**config.mk**
```make
export PLATFORM = sky130hd
export DESIGN_NAME = spd_engine
export DESIGN_NICKNAME = d
export VERILOG_FILES = /design/src/spd_pkg.sv /design/src/spd_engine.sv
export SDC_FILE = /design/constraint.sdc
export NUM_CORES = 2
export LEC_CHECK = 0
export BUFFER_PORTS_ARGS = -buffer_cell sky130_fd_sc_hd__buf_2
export CAP_MARGIN = 15
export CORE_UTILIZATION = 55
export CTS_CLUSTER_DIAMETER = 50
export DETAILED_ROUTE_END_ITERATION = 16
export GPL_TIMING_DRIVEN = 1
export PLACE_DENSITY = 0.74
export SYNTH_ARGS = -nofsm -noshare
export SYNTH_HDL_FRONTEND = slang
export SYNTH_SLANG_ARGS = --single-unit
```
**constraint.sdc**
```tcl
create_clock -name clk -period 5.6 [get_ports clk]
set_clock_uncertainty 0.2 [all_clocks]
set_input_delay 1.12 -clock clk [delete_from_list [all_inputs] [get_ports clk]]
set_output_delay 1.12 -clock clk [all_outputs]
set_load 0.02 [all_outputs]
```
**src/spd_pkg.sv**
```systemverilog
// ----------------------------------------------------------------------------
// spd_pkg
// Shared types and constants of the dense-graph shortest path engine: beat
// layouts of both channels, controller states and operation codes.
// ----------------------------------------------------------------------------
package spd_pkg;

	localparam int VID_W      = 6;
	localparam int W_W        = 16;
	localparam int DIST_W     = 22;
	localparam int VC_W       = 7;
	localparam int PATH_DEPTH = 64;
	localparam int PATH_AW    = 6;
	localparam int PATH_CW    = 7;

	localparam logic [DIST_W-1:0] DIST_MAX = 22'h3FFFFF;
	localparam logic [VC_W-1:0]   VC_RESET = 7'd64;

	localparam logic OP_EDGE  = 1'b0;
	localparam logic OP_QUERY = 1'b1;

	typedef struct packed {
		logic             opcode;
		logic [VID_W-1:0] edge_from;
		logic [VID_W-1:0] edge_to;
		logic [W_W-1:0]   weight;
		logic [VID_W-1:0] source;
		logic [VID_W-1:0] target;
	} item_t;

	typedef struct packed {
		logic [VID_W-1:0]  path_vertex;
		logic [DIST_W-1:0] distance;
		logic              reachable;
		logic              last;
	} result_t;

	typedef enum logic [3:0] {
		ST_CLEAR,
		ST_IDLE,
		ST_ROUND,
		ST_SEL,
		ST_RELAX,
		ST_WALK_RD,
		ST_WALK_WR,
		ST_EMIT_RD,
		ST_EMIT_LD,
		ST_MISS
	} state_t;

endpackage

```
**src/spd_engine.sv**
```systemverilog
// ----------------------------------------------------------------------------
// spd_engine
// Search sequencer: vertex memory (distance and parent), reached and settled
// bits, selection scan, relaxation scan, parent walk into the path store and
// the result register.
// ----------------------------------------------------------------------------
module spd_engine
	import spd_pkg::*;
#(
	parameter int MAX_VERTICES = 64,
	parameter int VW           = 6
) (
	input  logic            clk,
	input  logic            arst_n,
	input  logic [VC_W-1:0] vertex_count,
	input  logic            item_valid,
	output logic            item_stall,
	input  item_t           item,
	output logic            result_valid,
	input  logic            result_stall,
	output result_t         result,
	output logic            e_wr_en,
	output logic [2*VW-1:0] e_wr_addr,
	output logic [W_W-1:0]  e_wr_data,
	output logic [2*VW-1:0] e_rd_addr,
	input  logic [W_W-1:0]  e_rd_data,
	input  logic            clear_done
);

	localparam int NW = VW + 1;
	localparam int VM_W = VW + DIST_W;

	state_t state_q, state_d;

	// vertex memory word: {parent, distance}
	logic [VM_W-1:0]   vmem [MAX_VERTICES];
	logic [VM_W-1:0]   vm_rd;
	logic              vm_we;
	logic [VW-1:0]     vm_waddr, vm_raddr;
	logic [VM_W-1:0]   vm_wdata;
	logic [VW-1:0]     vm_rd_pred;
	logic [DIST_W-1:0] vm_rd_dist;

	logic [VID_W-1:0]  pstore [PATH_DEPTH];
	logic [VID_W-1:0]  ps_rd;

	logic [MAX_VERTICES-1:0] reached_q, settled_q;
	logic [VW-1:0]     src_q, dst_q, best_q, u_q, v_q, i_s1;
	logic [VID_W-1:0]  tgt_q;
	logic [NW-1:0]     n_q, rnd_q, idx_q, n_eff;
	logic [DIST_W-1:0] best_d_q, du_q, dist_q;
	logic              have_q, vld_s1;
	logic [PATH_CW-1:0] k_q;

	logic              accept, q_ok, issue, scan_end, out_free, relax_upd;
	logic [DIST_W:0]   sum;
	logic [DIST_W-1:0] sat;
	logic              out_valid_q;
	result_t           out_q;

	assign item_stall   = (state_q != ST_IDLE);
	assign accept       = item_valid && !item_stall;
	assign result_valid = out_valid_q;
	assign result       = out_q;
	assign out_free     = !out_valid_q || !result_stall;

	// clamp the vertex count into 1..MAX_VERTICES
	always_comb begin
		if (vertex_count == '0) begin
			n_eff = NW'(1);
		end else if (int'(vertex_count) > MAX_VERTICES) begin
			n_eff = NW'(MAX_VERTICES);
		end else begin
			n_eff = NW'(vertex_count);
		end
	end
	assign q_ok = (int'(item.source) < int'(n_eff)) && (int'(item.target) < int'(n_eff));

	// edge writes go straight to the matrix
	assign e_wr_en   = accept && (item.opcode == OP_EDGE)
		&& (int'(item.edge_from) < MAX_VERTICES) && (int'(item.edge_to) < MAX_VERTICES);
	assign e_wr_addr = {VW'(item.edge_from), VW'(item.edge_to)};
	assign e_wr_data = item.weight;
	assign e_rd_addr = {u_q, idx_q[VW-1:0]};

	assign issue    = (idx_q < n_q);
	assign scan_end = !issue && !vld_s1;
	assign vm_raddr = (state_q == ST_WALK_RD) ? v_q : idx_q[VW-1:0];
	assign vm_rd_pred = vm_rd[VM_W-1:DIST_W];
	assign vm_rd_dist = vm_rd[DIST_W-1:0];

	// relax one edge: saturating sum, update when unreached or shorter
	assign sum = {1'b0, du_q} + (DIST_W+1)'(e_rd_data);
	assign sat = sum[DIST_W] ? DIST_MAX : sum[DIST_W-1:0];
	assign relax_upd = vld_s1 && (state_q == ST_RELAX) && !settled_q[i_s1]
		&& (e_rd_data != '0) && (!reached_q[i_s1] || sat < vm_rd_dist);

	always_comb begin
		vm_we    = 1'b0;
		vm_waddr = i_s1;
		vm_wdata = {u_q, sat};
		if (accept && item.opcode == OP_QUERY && q_ok) begin
			vm_we    = 1'b1;
			vm_waddr = VW'(item.source);
			vm_wdata = '0;
		end else if (relax_upd) begin
			vm_we = 1'b1;
		end
	end

	// vertex memory
	always_ff @(posedge clk) begin
		if (vm_we) begin
			vmem[vm_waddr] <= vm_wdata;
		end
		vm_rd <= vmem[vm_raddr];
	end

	// path store
	always_ff @(posedge clk) begin
		if (state_q == ST_WALK_WR) begin
			pstore[k_q[PATH_AW-1:0]] <= VID_W'(v_q);
		end
		ps_rd <= pstore[PATH_AW'(k_q - 1'b1)];
	end

	// state register
	always_ff @(posedge clk or negedge arst_n) begin
		if (!arst_n) begin
			state_q <= ST_CLEAR;
		end else begin
			state_q <= state_d;
		end
	end

	// next state
	always_comb begin
		state_d = state_q;
		case (state_q)
			ST_CLEAR: begin
				if (clear_done) state_d = ST_IDLE;
			end
			ST_IDLE: begin
				if (accept && item.opcode == OP_QUERY) begin
					state_d = q_ok ? ST_ROUND : ST_MISS;
				end
			end
			ST_ROUND: begin
				if ((NW+1)'(rnd_q) + 1'b1 < (NW+1)'(n_q)) begin
					state_d = ST_SEL;
				end else begin
					state_d = reached_q[dst_q] ? ST_WALK_RD : ST_MISS;
				end
			end
			ST_SEL: begin
				if (scan_end) state_d = reached_q[best_q] ? ST_RELAX : ST_ROUND;
			end
			ST_RELAX: begin
				if (scan_end) state_d = ST_ROUND;
			end
			ST_WALK_RD: state_d = ST_WALK_WR;
			ST_WALK_WR: begin
				if (v_q == src_q || int'(k_q) == PATH_DEPTH - 1) begin
					state_d = ST_EMIT_RD;
				end else begin
					state_d = ST_WALK_RD;
				end
			end
			ST_EMIT_RD: state_d = ST_EMIT_LD;
			ST_EMIT_LD: begin
				if (out_free) state_d = (k_q == PATH_CW'(1)) ? ST_IDLE : ST_EMIT_RD;
			end
			ST_MISS: begin
				if (out_free) state_d = ST_IDLE;
			end
			default: state_d = ST_IDLE;
		endcase
	end

	// search control and vertex flags
	always_ff @(posedge clk or negedge arst_n) begin
		if (!arst_n) begin
			reached_q <= '0;
			settled_q <= '0;
			vld_s1    <= 1'b0;
			idx_q     <= '0;
			rnd_q     <= '0;
			have_q    <= 1'b0;
			k_q       <= '0;
		end else begin
			vld_s1 <= 1'b0;
			case (state_q)
				ST_IDLE: begin
					if (accept && item.opcode == OP_QUERY && q_ok) begin
						reached_q <= '0;
						reached_q[VW'(item.source)] <= 1'b1;
						settled_q <= '0;
						rnd_q     <= '0;
					end
				end
				ST_ROUND: begin
					idx_q  <= '0;
					have_q <= 1'b0;
					k_q    <= '0;
				end
				ST_SEL: begin
					if (issue) begin
						idx_q  <= idx_q + 1'b1;
						vld_s1 <= 1'b1;
					end
					// keep the best candidate: reached beats unreached, ties to highest
					if (vld_s1 && !settled_q[i_s1]) begin
						if (reached_q[i_s1] && (!have_q || vm_rd_dist <= best_d_q)) begin
							have_q <= 1'b1;
						end
					end
					if (scan_end) begin
						settled_q[best_q] <= 1'b1;
						rnd_q <= rnd_q + 1'b1;
						idx_q <= '0;
					end
				end
				ST_RELAX: begin
					if (issue) begin
						idx_q  <= idx_q + 1'b1;
						vld_s1 <= 1'b1;
					end
					if (relax_upd) reached_q[i_s1] <= 1'b1;
				end
				ST_WALK_WR: k_q <= k_q + 1'b1;
				ST_EMIT_LD: begin
					if (out_free) k_q <= k_q - 1'b1;
				end
				default: ;
			endcase
		end
	end

	// search payload registers
	always_ff @(posedge clk) begin
		i_s1 <= idx_q[VW-1:0];
		if (accept && item.opcode == OP_QUERY) begin
			src_q <= VW'(item.source);
			dst_q <= VW'(item.target);
			tgt_q <= item.target;
			n_q   <= n_eff;
		end
		if (state_q == ST_ROUND) begin
			best_q <= '0;
			v_q    <= dst_q;
		end
		if (state_q == ST_SEL && vld_s1 && !settled_q[i_s1]) begin
			if (reached_q[i_s1] && (!have_q || vm_rd_dist <= best_d_q)) begin
				best_q   <= i_s1;
				best_d_q <= vm_rd_dist;
			end else if (!reached_q[i_s1] && !have_q) begin
				best_q <= i_s1;
			end
		end
		if (state_q == ST_SEL && scan_end) begin
			u_q  <= best_q;
			du_q <= best_d_q;
		end
		if (state_q == ST_WALK_WR) begin
			if (k_q == '0) dist_q <= vm_rd_dist;
			v_q <= vm_rd_pred;
		end
	end

	// result register: load when empty or being taken
	always_ff @(posedge clk or negedge arst_n) begin
		if (!arst_n) begin
			out_valid_q <= 1'b0;
		end else if ((state_q == ST_EMIT_LD || state_q == ST_MISS) && out_free) begin
			out_valid_q <= 1'b1;
		end else if (!result_stall) begin
			out_valid_q <= 1'b0;
		end
	end

	always_ff @(posedge clk) begin
		if (state_q == ST_EMIT_LD && out_free) begin
			out_q.path_vertex <= ps_rd;
			out_q.distance    <= dist_q;
			out_q.reachable   <= 1'b1;
			out_q.last        <= (k_q == PATH_CW'(1));
		end else if (state_q == ST_MISS && out_free) begin
			out_q.path_vertex <= tgt_q;
			out_q.distance    <= '0;
			out_q.reachable   <= 1'b0;
			out_q.last        <= 1'b1;
		end
	end

endmodule

```
# Yosys cells after proc, flatten, opt, wreduce, memory -nomap -nowiden
# Memory sizes are Yosys's and may differ from the RTL's. A register that Yosys moved wholly into a read port is not among the register bits.
# Cells that the tools add are included.
[op_classes]
n_addsub = 6
mul = 0
div_mod_pow = 0
magnitude_cmp = 14
eq_ne = 24
n_shift = 0
muxes = 68
n_bitwise = 3
reduce_logical = 54
[ops]
columns = ["cell", "n"]
rows = [
  ["2-to-1 mux 64 bit", 4],
  ["case mux 64 bit (2 select lines)", 2],
  ["OR 64 bit", 2],
  ["2-to-1 mux 30 bit", 2],
  ["2-to-1 mux 7 bit", 7],
  ["2-to-1 mux 6 bit", 8],
  ["case mux 7 bit (3 select lines)", 2],
  ["case mux 4 bit (10 select lines)", 1],
  ["2-to-1 mux 4 bit", 9],
  ["< comparator 6 x 7 -> 1 bit (second input constant)", 4],
  ["2-to-1 mux 28 bit", 1],
  ["binary-select mux 1 bit (select 6 bit)", 4],
  ["adder 22 x 16 -> 23 bit", 1],
  ["<= comparator 22 bit", 1],
  ["logical AND 1 bit", 22],
  ["< comparator 22 bit", 1],
  ["2-to-1 mux 22 bit", 1],
  ["adder 7 x 1 -> 7 bit (second input constant)", 3],
  ["inequality test 2 bit (second input constant)", 10],
  ["2-to-1 mux 1 bit", 19],
  ["demux 1 bit (select 6 bit)", 3],
  [">= comparator 6 x 1 -> 1 bit (second input constant)", 3],
  ["equality test 4 x 3 -> 1 bit (second input constant)", 4],
  ["nonzero test 16 bit", 1],
  ["29 further kinds", 54],
]
[totals]
ff_bits = 295
latchBits = 0
mem_bits_rw = 2176
mem_bits_ro = 0
inputBits = 69
out_inout_bits = 73
elab_cells = 194
memories = 2
[mem_list]
columns = ["memory", "words", "word_bits", "read_ports", "rd_clocked_by_memory_dff", "wr", "line", "rtl"]
rows = [
  ["vmem", 64, 28, 1, 1, 1, "spd_engine.sv:36", "logic [VM_W-1:0] vmem [MAX_VERTICES];"],
  ["pstore", 64, 6, 1, 1, 1, "spd_engine.sv:44", "logic [VID_W-1:0] pstore [PATH_DEPTH];"],
]

# Longest topological paths before layout
[depth]
word_depth = 10
mapped_depth = 22
ltp_nobuf = 19

# Worst setup path after synthesis
# No wires, ideal clock.
[synth_path]
path_type = "input to register"
from = "input e_rd_data[0]"
to = "memory vmem[0][21] (netlist bit), data pin"
setup_time_ps = 766
arrival_ps = 5947
required_ps = 4634
setup_slack_ps = -1314
stages = 10
n_path_buf = 0
cell_sequence = "ha_1 -> inv_1 -> fa_1 -> nor2b_1 -> o31ai_1 -> a21oi_1 -> a21oi_1 -> a21oi_1 -> nand2_1 -> a311oi_1"
[synth_via]
elab_chain_cells = 3
[synth_rtl]
columns = ["element", "line", "rtl"]
rows = [
  ["from (decl)", "spd_engine.sv:26", "input logic [W_W-1:0] e_rd_data,"],
  ["adder 22 x 16 -> 23 bit", "spd_engine.sv:93", "assign sum = {1'b0, du_q} + (DIST_W+1)'(e_rd_data);"],
  ["2-to-1 mux 22 bit", "spd_engine.sv:94", "assign sat = sum[DIST_W] ? DIST_MAX : sum[DIST_W-1:0];"],
  ["2-to-1 mux 28 bit", "spd_engine.sv:102", "if (accept && item.opcode == OP_QUERY && q_ok) begin"],
  ["net vm_wdata[21]", "spd_engine.sv:40", "logic [VM_W-1:0] vm_wdata;"],
  ["to (decl)", "spd_engine.sv:36", ""],
]
# The timed path passes the listed nets, and every way through them passes these cells.

# Worst setup path in the final report
[layout_path]
from = "register du_q[0]"
to = "memory vmem[0][20] (netlist bit) (enable)"
[layout_via]
elab_chain_cells = 9
[layout_rtl]
columns = ["element", "line", "rtl"]
rows = [
  ["from (decl)", "spd_engine.sv:51", "logic [DIST_W-1:0] best_d_q, du_q, dist_q;"],
  ["from (signal assigned)", "spd_engine.sv:262", "du_q <= best_d_q;"],
  ["adder 22 x 16 -> 23 bit", "spd_engine.sv:93", ""],
  ["2-to-1 mux 22 bit", "spd_engine.sv:94", ""],
  ["< comparator 22 bit", "spd_engine.sv:96", "&& (e_rd_data != '0) && (!reached_q[i_s1] || sat < vm_rd_dist);"],
  ["logical OR 1 bit", "spd_engine.sv:96", ""],
  ["logical AND 1 bit", "spd_engine.sv:96", ""],
  ["2-to-1 mux 1 bit", "spd_engine.sv:106", "end else if (relax_upd) begin"],
  ["2-to-1 mux 1 bit", "spd_engine.sv:102", ""],
  ["2-to-1 mux 1 bit", "spd_engine.sv:113", "if (vm_we) begin"],
  ["2-to-1 mux 1 bit (implied by the code)", "spd_engine.sv:114", "vmem[vm_waddr] <= vm_wdata;"],
]
# No other way between the ends.

==> metrics.txt <==
clock sinks=2,505; Max-slew headroom=2.97%; number of global-route vias before repair=61,000; Setup Crit Path Kind=reg2reg; via total after detailed routing=64,700; final antenna-violating net count=0; worst skew pair latency=900 ps; DRC=0; average cell area after synthesis=15.0 um2; crit path max-delay cell type=a22oi_2; Hold Crit Class=in2reg; most common cell in the netlist=edfxtp_1; crit path cell chain=ha_4 -> inv_2 -> fa_2 -> nor2b_2 -> o31ai_2 -> a21oi_2 -> a21oi_4 -> a21oi_4 -> and3_1 -> mux2_2 -> ha_1 -> and4_1 -> nand3_1 -> nor3_2 -> nand4_1 -> a211oi_2 -> o21ai_1 -> a22oi_2 -> buf_12 -> nor2_2 -> buf_12; CTS tree=built; Layout area overhead=14.8%; gr ovfl total=0; antenna violations before repair=8; Hold Fails Final Rpt=0; Via-to-Cell Ratio=6.64; drt pass-1 iters=8; Async SR Flop Fraction=6.23%; DRT iter0 DRCs=11,100; Longest Clk Path Bufs=3; r2r worst-path depth=21; DIE AREA=187,000 um2; PwrDens=471 nW/um2; dpl hpwl=183,000 um; unrepaired setup endpoints after global routing=yes; Final Setup Violations=0; post-synthesis sequential area ratio=72.7%; Reg power frac=40.0%; CTS HTree Levels=4; distinct cell type count after synthesis=78; combinational share of power=29.9%; Crit. End Element=flip-flop; TritonCTS Buffers=240; PortBufs=85; maximum vdd drop=0.386 mV; Core ar.=183,000 um2; Nets=7,219; Arr. time, crit path=5930 ps; post-synth net total=6,924; final core occ=63.7%; total routing usage reported by global routing=31.3%; sw power=18.6 mW; row count=157; share of the synthesized area in the top cell type=67.9%; non-filler instance count after layout=9,743; Commonest cells post-synth=2,302 x edfxtp_1, 1,186 x nand2_1, 453 x nand3_1; reg2reg end=vmem[0][20]; Chip Height=432 um; Main synth FF type=edfxtp_1; FF-to-FF Start=du_q[0]; register-to-register setup slack=120 ps; cell family with most CP delay=compound AO/OA/AOI/OAI gates; Buf/Inv on CP=3; fill count=12,700; Cell Int Power=36.5 mW; Synth Register Bits=2,505; Critical Path Max Stage Delay=550 ps; post-layout min period=5480 ps; Worst-Margin Slew=1440 ps; layout cells sized above 1=18.4%; Mapped Area=102,000 um2; number of synthesized flops with an enable pin=2,302; Worst-path clk slew=60 ps; startpoint types=flip-flop; highest net fanout along the worst path=22; # IOs=142; Starting Density=55.5%; Final Cell Area=117,000 um2; setup TNS=0 ps; Root Driver=clkbuf_16; Worst Path Required=6050 ps; Final period util=97.8%; global-route wire length before repair=422,000 um; Worst Setup SP=du_q[0]; total of max-cap violations=0; Synth Instances=6,767; Leak=39.6 nW; final slew viol count=0; Die Wd=432 um; Synth Warn #=0; dpl cell area=108,000 um2; GPL Wtd Cong=0.978; leading post-synthesis cells by cell area=edfxtp_1 68%, mux4_2 6.0%, nand2_1 4.4%, dfrtp_1 3.8%, nand3_1 2.2%; placed insts=9,230; area leader, netlist=edfxtp_1; Detailed Route WL=299,000 um; largest net degree at the start of global routing=149; sw frac=33.8%; clock power share=30.0%; Peak Freq=183 MHz; WL per Instance=30.6 um; status=complete, no violations; Worst Setup EP=vmem[0][20]; Levels on crit path=21
==> cells in the final DEF (no fill, tap or decap), drive strengths merged, types with 78 or more instances in the layout <==
cell | Yosys | layout
a21oi | 270 | 270
a31oi | 78 | 78
a32oi | 115 | 115
buf | 146 | 445
clkbuf | 292 | 306
clkinv | 2 | 102
dfrtp | 156 | 156
edfxtp | 2302 | 2302
ha | 87 | 87
inv | 76 | 90
mux2i | 135 | 135
mux4 | 271 | 271
nand2 | 1186 | 1186
nand3 | 453 | 453
nor2 | 290 | 333
o21ai | 90 | 90
==> layout make-up <==
cell class                 count  area, um2  share of cell area (%)
timing repair buffer         448       4350                    3.72
tap                         2464       3080                    2.64
clock buffer                 304       6370                    5.45
clock inverter               152       1680                    1.43
sequential                  2505      74000                    63.3
inverter                      78        293                   0.250
antenna                        3       7.51                 0.00642
multi-input combinational   3789      27200                    23.2
==> power groups by stage <==
stage	combinational, mW	clock [mW]	sequential, mW
global placement	15.7	0	22.4
CTS	16.0	16.6	22.0
finish	16.5	16.5	22.0
global route	17.1	17.3	22.1
detailed placement	15.9	0	22.4
floorplan	9.41	0	22.1
==> worst register-to-register path: stages, from the launching register on <==
cell      delay (ps)
edfxtp_1         380
ha_4             160
inv_2             40
fa_2             370
nor2b_2          160
o31ai_2          100
a21oi_2          240
a21oi_4          120
a21oi_4          200
and3_1           190
mux2_2           360
ha_1             280
and4_1           250
nand3_1          150
nor3_2           230
nand4_1          180
a211oi_2         330
o21ai_1          170
a22oi_2          550
buf_12           280
nor2_2            90
buf_12           200
==> flip-flops by register name, summed over array words and instances (netlist names), 4 cells and up <==
signal     cells
rnd_q          7
v_q            6
i_s1           6
state_q        4
best_q         6
settled_q     64
vm_rd         28
idx_q          7
reached_q     64
best_d_q      22
pstore       384
u_q            6
vmem        1792
du_q          22
k_q            7
src_q          6
n_q            7
dist_q        22
result        30
tgt_q          6
ps_rd          6
==> per-stage QoR <==
stage	hold WS (ps)	worst slack [ps]	total power [mW]
finish	234	121	55.0
global route	205	-27.0	56.5
CTS	185	15.9	54.7
detailed placement	238	-946	38.3
global placement	233	-1030	38.1
floorplan	206	-956	31.5
==> per-layer routing <==
| metal | track usage (%) | up-vias | wire [um] |
|---|---|---|---|
| li1 | - | 26800 | - |
| met1 | 44.6 | 32300 | 112000 |
| met2 | 47.0 | 4864 | 136000 |
| met3 | 7.08 | 737 | 37300 |
| met4 | 12.3 | 10 | 13100 |
| met5 | 0 | - | 80 |
==> worst min-delay path by stage <==
| stage | from | endpoint | slack [ps] | cells after the start |
|---|---|---|---|---|
| 6_report | item[2] | tgt_q[2] | 230 | 1 |
| 5_1_grt | item[1] | tgt_q[1] | 200 | 1 |
| 4_1_cts | item[2] | tgt_q[2] | 190 | 1 |
| 3_5_place_dp | best_d_q[17] | du_q[17] | 240 | 0 |
| 3_3_place_gp | best_d_q[21] | du_q[21] | 230 | 0 |
| 2_1_floorplan | best_q[0] | u_q[0] | 210 | 0 |
==> cell families (layout without fill, tap and decap cells) <==
kind of cell    after synthesis  in the layout  share of synthesized area [%]
other cells                   0              3                              0
buf+inv                     516            982                           2.16
simple gates               2196           2239                           9.36
compound gates              988            988                           6.72
mux                         445            445                           7.75
xor+xnor                     29             29                          0.249
fa+ha+maj                    88             88                           1.09
flops                      2505           2505                           72.7
==> repair_timing <==
item	CTS	global route
setup buffers	0	4
setup endpoints to repair	399	1561
cloned	8	36
gates resized for setup	7	55
hold buffers	1	0
pin swaps	14	44
endpoints found under the hold margin	8	0
(Power assumes the default switching activity.)
